## config.mk

```make
export PLATFORM = sky130hd
export DESIGN_NAME = masked_byte_pattern_scanner
export DESIGN_NICKNAME = d
export VERILOG_FILES = /design/src/mbps_pkg.sv /design/src/mbps_window.sv /design/src/mbps_match.sv /design/src/mbps_res_queue.sv /design/src/masked_byte_pattern_scanner.sv
export SDC_FILE = /design/constraint.sdc
export NUM_CORES = 2
export LEC_CHECK = 0
export BUFFER_PORTS_ARGS = -buffer_cell sky130_fd_sc_hd__buf_2
export CELL_PAD_IN_SITES_DETAIL_PLACEMENT = 1
export CELL_PAD_IN_SITES_GLOBAL_PLACEMENT = 1
export CORE_ASPECT_RATIO = 1.5
export CORE_UTILIZATION = 35
export DETAILED_ROUTE_END_ITERATION = 10
export PLACE_DENSITY_LB_ADDON = 0.1
export REMOVE_ABC_BUFFERS = 1
export SYNTH_ARGS = -nofsm -noshare
export SYNTH_HDL_FRONTEND = slang
export SYNTH_HIERARCHICAL = 1
export SYNTH_SLANG_ARGS = --single-unit
```

## constraint.sdc

```tcl
create_clock -name clk -period 17.6 [get_ports clk]
set_clock_uncertainty 0.1 [all_clocks]
set_input_delay 2.64 -clock clk [delete_from_list [all_inputs] [get_ports clk]]
set_output_delay 2.64 -clock clk [all_outputs]
set_load 0.01 [all_outputs]
```

## src/mbps_pkg.sv

```systemverilog
// Shared types and constants for the masked byte pattern scanner.
// Holds the configuration, stage and result structures and the register codes.
// No dependencies.
`timescale 1ns / 1ps

package mbps_pkg;

    // Fixed field widths of the scanner's ports and registers.
    localparam int LEN_W         = 6;
    localparam int OFFSET_W      = 32;
    localparam int COUNT_W       = 16;
    localparam int WORD_W        = 64;
    localparam int PATTERN_WORDS = 4;
    localparam int PATTERN_BYTES = 32;
    localparam int CARE_W        = 32;
    localparam int CFG_INDEX_W   = 3;

    // Result queue sizing.
    localparam int RQ_DEPTH   = 4;
    localparam int RQ_PTR_W   = 2;
    localparam int RQ_COUNT_W = 3;

    // Result kinds.
    localparam logic KIND_MATCH   = 1'b0;
    localparam logic KIND_SUMMARY = 1'b1;

    // Configuration register indexes.
    typedef enum logic [CFG_INDEX_W-1:0] {
        REG_PATTERN_0      = 3'd0,
        REG_PATTERN_1      = 3'd1,
        REG_PATTERN_2      = 3'd2,
        REG_PATTERN_3      = 3'd3,
        REG_CARE_MASK      = 3'd4,
        REG_PATTERN_LENGTH = 3'd5
    } cfg_reg_t;

    // Current configuration as seen by the matcher.
    typedef struct packed {
        logic [PATTERN_BYTES*8-1:0] pattern;
        logic [CARE_W-1:0]          care;
        logic [LEN_W-1:0]           length;
    } cfg_t;

    // Control side of the window stage.
    typedef struct packed {
        logic                valid;
        logic                eos;
        logic [OFFSET_W-1:0] offset;
        logic [LEN_W-1:0]    fill;
    } s1_t;

    // One result beat.
    typedef struct packed {
        logic                kind;
        logic [OFFSET_W-1:0] offset;
        logic [COUNT_W-1:0]  count;
        logic                unique_match;
        logic                last_of_run;
    } res_t;

endpackage

```

## src/mbps_window.sv

```systemverilog
// Input stage of the scanner: the byte window shift register and stream position.
// Depends on mbps_pkg.
`timescale 1ns / 1ps

module mbps_window
    import mbps_pkg::*;
#(
    parameter int MAX_PATTERN = 32
)
(
    input  logic                        clk,
    input  logic                        rst_n,
    input  logic                        load,
    input  logic                        advance,
    input  logic [7:0]                  data_byte,
    input  logic                        end_of_stream,
    output s1_t                         s1,
    output logic [MAX_PATTERN-1:0][7:0] window
);

    logic                        valid_reg;
    logic                        eos_reg;
    logic [OFFSET_W-1:0]         seen_reg;
    logic [OFFSET_W-1:0]         offset_reg;
    logic [LEN_W-1:0]            fill_reg;
    logic [MAX_PATTERN-1:0][7:0] window_reg;

    logic [MAX_PATTERN-1:0][7:0] window_next;
    logic [LEN_W-1:0]            base_fill;
    logic [LEN_W-1:0]            fill_next;
    logic [OFFSET_W-1:0]         offset_next;

    // A byte that follows the end of a stream starts again from offset zero
    // with an empty window.
    always_comb
    begin
        window_next[0] = data_byte;
        for (int k = 1; k < MAX_PATTERN; k++)
        begin
            window_next[k] = window_reg[k-1];
        end
        base_fill   = eos_reg ? '0 : fill_reg;
        fill_next   = (base_fill < LEN_W'(MAX_PATTERN)) ? base_fill + 1'b1 : base_fill;
        offset_next = eos_reg ? '0 : seen_reg;
    end

    // Stage valid and stream position.
    always_ff @(posedge clk or negedge rst_n)
    begin
        if (!rst_n)
        begin
            valid_reg  <= 1'b0;
            eos_reg    <= 1'b0;
            seen_reg   <= '0;
            offset_reg <= '0;
            fill_reg   <= '0;
        end
        else
        begin
            valid_reg <= load | (valid_reg & ~advance);
            if (load)
            begin
                eos_reg    <= end_of_stream;
                seen_reg   <= offset_next + 1'b1;
                offset_reg <= offset_next;
                fill_reg   <= fill_next;
            end
        end
    end

    // Window bytes; the fill count says which of them are valid.
    always_ff @(posedge clk)
    begin
        if (load)
        begin
            window_reg <= window_next;
        end
    end

    assign s1.valid  = valid_reg;
    assign s1.eos    = eos_reg;
    assign s1.offset = offset_reg;
    assign s1.fill   = fill_reg;
    assign window    = window_reg;

endmodule

```

## src/mbps_match.sv

```systemverilog
// Compare stage: masked window compare, match statistics and result beats.
// Depends on mbps_pkg.
`timescale 1ns / 1ps

module mbps_match
    import mbps_pkg::*;
#(
    parameter int MAX_PATTERN = 32,
    parameter int COUNT_BITS  = 16
)
(
    input  logic                        clk,
    input  logic                        rst_n,
    input  cfg_t                        cfg,
    input  s1_t                         s1,
    input  logic [MAX_PATTERN-1:0][7:0] window,
    input  logic                        advance,
    output logic [1:0]                  push_n,
    output res_t                        push_a,
    output res_t                        push_b
);

    localparam logic [COUNT_BITS-1:0] COUNT_MAX = {COUNT_BITS{1'b1}};

    // Pattern aligned to window positions, refreshed every cycle.
    logic [MAX_PATTERN-1:0][7:0] eff_pat_reg;
    logic [MAX_PATTERN-1:0][7:0] eff_pat_next;
    logic [MAX_PATTERN-1:0]      eff_care_reg;
    logic [MAX_PATTERN-1:0]      eff_care_next;
    logic [LEN_W-1:0]            len_reg;
    logic [LEN_W-1:0]            len_clamp;

    // Stream statistics.
    logic [COUNT_BITS-1:0] matches_reg;
    logic [OFFSET_W-1:0]   first_reg;
    logic                  multi_reg;
    logic [COUNT_BITS-1:0] matches_new;
    logic [OFFSET_W-1:0]   first_new;
    logic                  multi_new;

    logic [MAX_PATTERN-1:0] byte_ok;
    logic                   hit;
    logic [OFFSET_W-1:0]    start;
    res_t                   report;
    res_t                   summary;

    // Window entry k meets pattern byte len-1-k; entries beyond the length never care.
    always_comb
    begin : align_b
        logic [LEN_W-1:0] idx;
        len_clamp = (cfg.length > LEN_W'(MAX_PATTERN)) ? LEN_W'(MAX_PATTERN) : cfg.length;
        for (int k = 0; k < MAX_PATTERN; k++)
        begin
            idx              = LEN_W'(len_clamp - LEN_W'(k) - LEN_W'(1));
            eff_care_next[k] = (LEN_W'(k) < len_clamp) & cfg.care[idx[4:0]];
            eff_pat_next[k]  = cfg.pattern[{idx[4:0], 3'b000} +: 8];
        end
    end

    always_ff @(posedge clk or negedge rst_n)
    begin
        if (!rst_n)
        begin
            eff_care_reg <= '0;
            len_reg      <= '0;
        end
        else
        begin
            eff_care_reg <= eff_care_next;
            len_reg      <= len_clamp;
        end
    end

    always_ff @(posedge clk)
    begin
        eff_pat_reg <= eff_pat_next;
    end

    // Masked compare over the whole window.
    always_comb
    begin
        for (int k = 0; k < MAX_PATTERN; k++)
        begin
            byte_ok[k] = ~eff_care_reg[k] | (window[k] == eff_pat_reg[k]);
        end
        hit   = (len_reg != '0) && (s1.fill >= len_reg) && (&byte_ok);
        start = s1.offset - OFFSET_W'(len_reg) + 1'b1;
    end

    // Statistics after this byte, before any end-of-stream clear.
    always_comb
    begin
        matches_new = matches_reg;
        first_new   = first_reg;
        multi_new   = multi_reg;
        if (hit)
        begin
            if ((matches_reg == '0) && !multi_reg)
            begin
                first_new = start;
            end
            else
            begin
                multi_new = 1'b1;
            end
            if (matches_reg != COUNT_MAX)
            begin
                matches_new = matches_reg + 1'b1;
            end
        end
    end

    // Result beats: the match report comes before the summary.
    always_comb
    begin
        report.kind         = KIND_MATCH;
        report.offset       = start;
        report.count        = COUNT_W'(matches_new);
        report.unique_match = 1'b0;
        report.last_of_run  = ~s1.eos;

        summary.kind         = KIND_SUMMARY;
        summary.offset       = first_new;
        summary.count        = COUNT_W'(matches_new);
        summary.unique_match = (matches_new != '0) & ~multi_new;
        summary.last_of_run  = 1'b1;

        push_a = hit ? report : summary;
        push_b = summary;
        push_n = advance ? ({1'b0, hit} + {1'b0, s1.eos}) : 2'd0;
    end

    always_ff @(posedge clk or negedge rst_n)
    begin
        if (!rst_n)
        begin
            matches_reg <= '0;
            first_reg   <= '0;
            multi_reg   <= 1'b0;
        end
        else if (advance)
        begin
            if (s1.eos)
            begin
                matches_reg <= '0;
                first_reg   <= '0;
                multi_reg   <= 1'b0;
            end
            else
            begin
                matches_reg <= matches_new;
                first_reg   <= first_new;
                multi_reg   <= multi_new;
            end
        end
    end

`ifndef SYNTHESIS
    // The end of a stream leaves no matches behind for the next one.
    a_eos_clears: assert property (@(posedge clk) disable iff (!rst_n)
        advance && s1.eos |=> (matches_reg == '0) && !multi_reg)
        else $error("match statistics not cleared after end of stream");

    // A repeated match can only be recorded after a first one was counted.
    a_multi_count: assert property (@(posedge clk) disable iff (!rst_n)
        multi_reg |-> (matches_reg != '0))
        else $error("repeat match flag set with zero matches");
`endif

endmodule

```

## src/mbps_res_queue.sv

```systemverilog
// Four-entry result queue between the compare stage and the output channel.
// Takes up to two result beats per cycle and hands out one. Depends on mbps_pkg.
`timescale 1ns / 1ps

module mbps_res_queue
    import mbps_pkg::*;
(
    input  logic       clk,
    input  logic       rst_n,
    input  logic [1:0] push_n,
    input  res_t       push_a,
    input  res_t       push_b,
    input  logic       out_stall,
    output logic       out_valid,
    output res_t       out_res,
    output logic       room
);

    localparam int SUM_W = RQ_COUNT_W + 1;

    res_t                  entries [RQ_DEPTH];
    logic [RQ_PTR_W-1:0]   wr_ptr_reg;
    logic [RQ_PTR_W-1:0]   rd_ptr_reg;
    logic [RQ_COUNT_W-1:0] count_reg;
    logic                  pop;

    assign out_valid = (count_reg != '0);
    assign pop       = out_valid & ~out_stall;
    assign out_res   = entries[rd_ptr_reg];

    // Room for the largest burst one byte can cause, without counting this cycle's pop.
    assign room = (count_reg <= RQ_COUNT_W'(RQ_DEPTH - 2));

    // Pointers and fill level.
    always_ff @(posedge clk or negedge rst_n)
    begin
        if (!rst_n)
        begin
            wr_ptr_reg <= '0;
            rd_ptr_reg <= '0;
            count_reg  <= '0;
        end
        else
        begin
            wr_ptr_reg <= wr_ptr_reg + RQ_PTR_W'(push_n);
            rd_ptr_reg <= rd_ptr_reg + RQ_PTR_W'(pop);
            count_reg  <= count_reg + RQ_COUNT_W'(push_n) - RQ_COUNT_W'(pop);
        end
    end

    // Queue storage.
    always_ff @(posedge clk)
    begin
        if (push_n != 2'd0)
        begin
            entries[wr_ptr_reg] <= push_a;
        end
        if (push_n == 2'd2)
        begin
            entries[RQ_PTR_W'(wr_ptr_reg + 1'b1)] <= push_b;
        end
    end

`ifndef SYNTHESIS
    // Pushes never overrun the queue.
    a_no_overflow: assert property (@(posedge clk) disable iff (!rst_n)
        (SUM_W'(count_reg) + SUM_W'(push_n)) <= (SUM_W'(RQ_DEPTH) + SUM_W'(pop)))
        else $error("result queue overflow");
`endif

endmodule

```

## src/masked_byte_pattern_scanner.sv

```systemverilog
// A byte accepted into the window register is compared there and pushed into the result
// queue, whose head drives the output; the push waits while the queue lacks room.
// Throughput: one byte per cycle; an end-of-stream byte that also matches yields two
// beats, and the four-entry result queue stalls the input only when it backs up.
// Reset: rst_n clears configuration, stream counters and the queue at once; no clearing
// pass. Window bytes are not reset and stay hidden behind the zero fill count.
`timescale 1ns / 1ps

module masked_byte_pattern_scanner
    import mbps_pkg::*;
#(
    parameter int MAX_PATTERN = 32,
    parameter int COUNT_BITS  = 16
)
(
    input  logic                   clk,
    input  logic                   rst_n,
    input  logic                   in_valid,
    output logic                   in_stall,
    input  logic [7:0]             data_byte,
    input  logic                   end_of_stream,
    output logic                   out_valid,
    input  logic                   out_stall,
    output logic                   item_kind,
    output logic [OFFSET_W-1:0]    offset,
    output logic [COUNT_W-1:0]     match_count,
    output logic                   unique_match,
    output logic                   last_of_run,
    input  logic                   cfg_valid,
    output logic                   cfg_ready,
    input  logic [CFG_INDEX_W-1:0] cfg_index,
    input  logic [WORD_W-1:0]      cfg_data
);

    logic [PATTERN_WORDS-1:0][WORD_W-1:0] pattern_word_reg;
    logic [CARE_W-1:0]                    care_mask_reg;
    logic [LEN_W-1:0]                     pattern_length_reg;

    cfg_t                        cfg;
    s1_t                         s1;
    logic [MAX_PATTERN-1:0][7:0] window;
    logic                        load;
    logic                        advance;
    logic                        room;
    logic [1:0]                  push_n;
    res_t                        push_a;
    res_t                        push_b;
    res_t                        out_res;

    // Register writes are always taken.
    assign cfg_ready = 1'b1;

    always_ff @(posedge clk or negedge rst_n)
    begin
        if (!rst_n)
        begin
            pattern_word_reg   <= '0;
            care_mask_reg      <= '0;
            pattern_length_reg <= '0;
        end
        else if (cfg_valid)
        begin
            unique case (cfg_reg_t'(cfg_index)) inside
                REG_PATTERN_0, REG_PATTERN_1, REG_PATTERN_2, REG_PATTERN_3:
                    pattern_word_reg[cfg_index[1:0]] <= cfg_data;
                REG_CARE_MASK:
                    care_mask_reg <= cfg_data[CARE_W-1:0];
                REG_PATTERN_LENGTH:
                    pattern_length_reg <= cfg_data[LEN_W-1:0];
                default:
                    ;
            endcase
        end
    end

    assign cfg.pattern = pattern_word_reg;
    assign cfg.care    = care_mask_reg;
    assign cfg.length  = pattern_length_reg;

    // Input beat handshake: the window stage moves on when the queue has room.
    assign advance  = s1.valid & room;
    assign in_stall = s1.valid & ~room;
    assign load     = in_valid & ~in_stall;

    mbps_window #(
        .MAX_PATTERN (MAX_PATTERN)
    ) u_window (
        .clk           (clk),
        .rst_n         (rst_n),
        .load          (load),
        .advance       (advance),
        .data_byte     (data_byte),
        .end_of_stream (end_of_stream),
        .s1            (s1),
        .window        (window)
    );

    mbps_match #(
        .MAX_PATTERN (MAX_PATTERN),
        .COUNT_BITS  (COUNT_BITS)
    ) u_match (
        .clk     (clk),
        .rst_n   (rst_n),
        .cfg     (cfg),
        .s1      (s1),
        .window  (window),
        .advance (advance),
        .push_n  (push_n),
        .push_a  (push_a),
        .push_b  (push_b)
    );

    mbps_res_queue u_res_queue (
        .clk       (clk),
        .rst_n     (rst_n),
        .push_n    (push_n),
        .push_a    (push_a),
        .push_b    (push_b),
        .out_stall (out_stall),
        .out_valid (out_valid),
        .out_res   (out_res),
        .room      (room)
    );

    // Output beat fields.
    assign item_kind    = out_res.kind;
    assign offset       = out_res.offset;
    assign match_count  = out_res.count;
    assign unique_match = out_res.unique_match;
    assign last_of_run  = out_res.last_of_run;

`ifndef SYNTHESIS
    // A byte held in the window stage keeps its position until the compare takes it.
    a_stage_hold: assert property (@(posedge clk) disable iff (!rst_n)
        s1.valid && !advance |=> s1.valid && $stable(s1.offset) && $stable(s1.eos))
        else $error("window stage lost a byte before it was compared");
`endif

endmodule
```

==> key figures <==
Clock tree
  • Clk sinks: 1176
  • CTS Hold Bufs: 0
  • Root Buffer Master: clkbuf_16
  • Setup Fix Bufs, Post-CTS: 0
  • Max Root-Sink Buffers: 4
  • Clk slew on worst S/H paths: 0.06 ns
  • Clk_lat worst skew: 0.81 ns
  • TritonCTS clock tree: yes
  • H-Tree Depth: 4
  • Resize count post-CTS: 0
  • Num CTS Buffers: 138

Logic synthesis
  • Main flop type after synthesis: edfxtp_1
  • Post-synthesis area per instance: 13.18 um2
  • Synth Warn #: 6
  • Post-synthesis cell area: 64680 um2
  • Post-Syn Instances: 4907
  • Async set-or-reset flop fraction in the synthesized netlist: 39.12%
  • Yosys cell types: 97
  • Sequential area share after synthesis: 47.08%
  • EDFF count, synth: 460
  • Synth Register Bits: 1176

Route
  • Routed via count: 40350
  • Drt drc: 0
  • WL final: 218200 um
  • First-pass DRT Iterations: 5
  • DRT iter0 DRCs: 2228
  • Vias per cell: 5.385
  • Post-route ant nets: 0
  • Avg WL per Cell: 29.12 um

Timing
  • Slew @ Worst Pin: 1.145 ns
  • Final Cycle Share: 33.81%
  • Fmax: 168.1 MHz
  • Final slew viol count: 0
  • Final hold violation count: 0
  • RSZ-0062 raised after global routing: no
  • Worst slew margin: 23.39%
  • Tmin final: 5.950 ns
  • Final setup vio count: 0

Pwr
  • PwrDens: 192.2 nW/um2
  • Total power: 13.85 mW
  • Lkg Pwr: 29.75 nW
  • Maximum VDD drop: 0.1372 mV

Critical path
  • Worst Setup Path Type: flip-flop to flip-flop
  • CP required: 17.88 ns
  • Largest fanout on the critical path: 52
  • Worst Setup Start Kind: flip-flop
  • WP data arrival: 6.23 ns
  • Worst setup EP type: flip-flop

Placement
  • Inst Count DP: 7251
  • GP Congestion: 0.8836
  • Placed cell area: 67710 um2
  • # port buffers: 133
  • Final HPWL DP: 162400 um

Floorplan
  • Site Rows: 192
  • Die ar.: 186600 um2
  • IO Pins: 135
  • Core area: 183100 um2
  • Die Height: 528.5 um
  • Die X: 353.0 um
  • Starting density of the core: 35.33%

Global routing
  • Antenna violations before repair: 11
  • Vias in the first global route: 42730
  • Gr ovfl total: 0
  • Largest net degree at the start of global routing: 134
  • Total Routing Usage GR: 23.18%
  • First-pass GRT wire length: 314200 um

Finish
  • Most common cell after layout, fill and taps aside: mux2i_1
  • Post-layout net count: 5113
  • Layout Cells excl Fill: 7493
  • Area grow syn2layout: 11.40%
  • Finished Cell Area: 72050 um2
  • Layout cells sized above 1: 26.02%
  • Most frequent cells in the layout: mux2i_1 (1027), mux2_2 (480), edfxtp_1 (460)

Flow run
  • Max-cap violations: 0

Run status
  • Status: complete, no violations

Min path
  • Hold WC Path Type: flip-flop to flip-flop
critical path, cell delays in order, from the launching register on:
cell	delay, ns
edfxtp_1	0.43
xnor2_1	0.63
nand4_1	0.16
o21ai_1	0.20
nand3_1	0.13
nor4_2	0.61
nand3_1	0.17
buf_4	0.24
inv_1	0.26
ha_1	0.22
inv_1	0.10
nor2_1	0.24
nor2b_2	0.27
and3b_2	0.21
buf_4	0.66
a21o_2	0.17
buf_4	0.64
layer usage:
metal  global-route usage (%)  vias up  wire length, um
met5                        0        -               23
met2                    43.16      681           116400
met4                    7.896        4             7653
li1                         -    18320                -
met1                    27.49    21050            87680
met3                    2.369      292             6434
power breakdown:
part	leakage (nW)	switching, mW	internal, mW
Sequential	12.1	0.583	3.77
Clock	2.11	1.18	1.65
Combinational	15.5	4.00	2.67
Yosys cell counts, types with 41 or more instances:
cell,number,share of area [%]
a21oi_1,71,0.55
buf_2,101,0.78
buf_4,41,0.48
buf_6,47,0.82
clkbuf_1,85,0.49
dfrtp_1,460,18
dfxtp_1,256,7.9
edfxtp_1,460,21
ha_1,64,1.2
inv_1,73,0.42
mux2_1,71,1.2
mux2_2,480,8.4
mux2_4,186,4.3
mux2i_1,1027,16
mux4_2,141,4.9
nand2_1,328,1.9
nand4_1,91,0.88
nor2_1,70,0.41
nor2b_1,41,0.40
o21ai_0,68,0.53
xnor2_1,313,4.2
per-stage QoR:
stage	hold slack (ns)	setup slack, ns	TNS, ns	utilization, %
floorplan	0.3487	-4.007	-128.50	-
global placement	0.3495	11.34	0	36.99
detailed placement	0.3513	11.27	0	36.99
CTS	0.3527	11.56	0	39.36
global route	0.3684	11.41	0	39.36
finish	0.3566	11.65	0	39.36
logic make-up after synthesis:
| kind of cell | count (synthesis) | share of synthesized area [%] |
|---|---|---|
| flip-flops | 1176 | 47.08 |
| buffers and inverters | 381 | 3.196 |
| other | 2 | 0.01161 |
| XOR/XNOR | 356 | 4.983 |
| multiplexers | 1906 | 34.76 |
| AND/OR/NAND/NOR | 679 | 5.167 |
| AO/OA/AOI/OAI | 340 | 3.492 |
| adder cells (fa/ha/maj) | 67 | 1.315 |
final timing paths:
| path | from | endpoint | slack, ns | cells past startpoint |
|---|---|---|---|---|
| min in group asynchronous | rst_n | cfg[272] | 1.77 | 1 |
| worst max register to register | u_window/window[18] | u_res_queue/entries[2][21] | 11.65 | 16 |
| max in group asynchronous | rst_n | cfg[244] | 13.44 | 3 |
| worst max-delay path | u_window/window[18] | u_res_queue/entries[2][21] | 11.65 | 16 |
| worst min register to register | u_window/window[2] | u_window/window[10] | 0.36 | 0 |
| worst min-delay path | u_window/window[2] | u_window/window[10] | 0.36 | 0 |
final cells by class:
cell class	count	area, um2
sequential	1176	30460
clock buffer	193	3865
antenna	3	7.507
tap	2425	3034
multi-input combinational	3351	32560
clock inverter	46	466.7
inverter	79	309.0
timing repair buffer	220	1354
fill	19050	111000
Note: power is estimated with default switching activity, not from simulation.
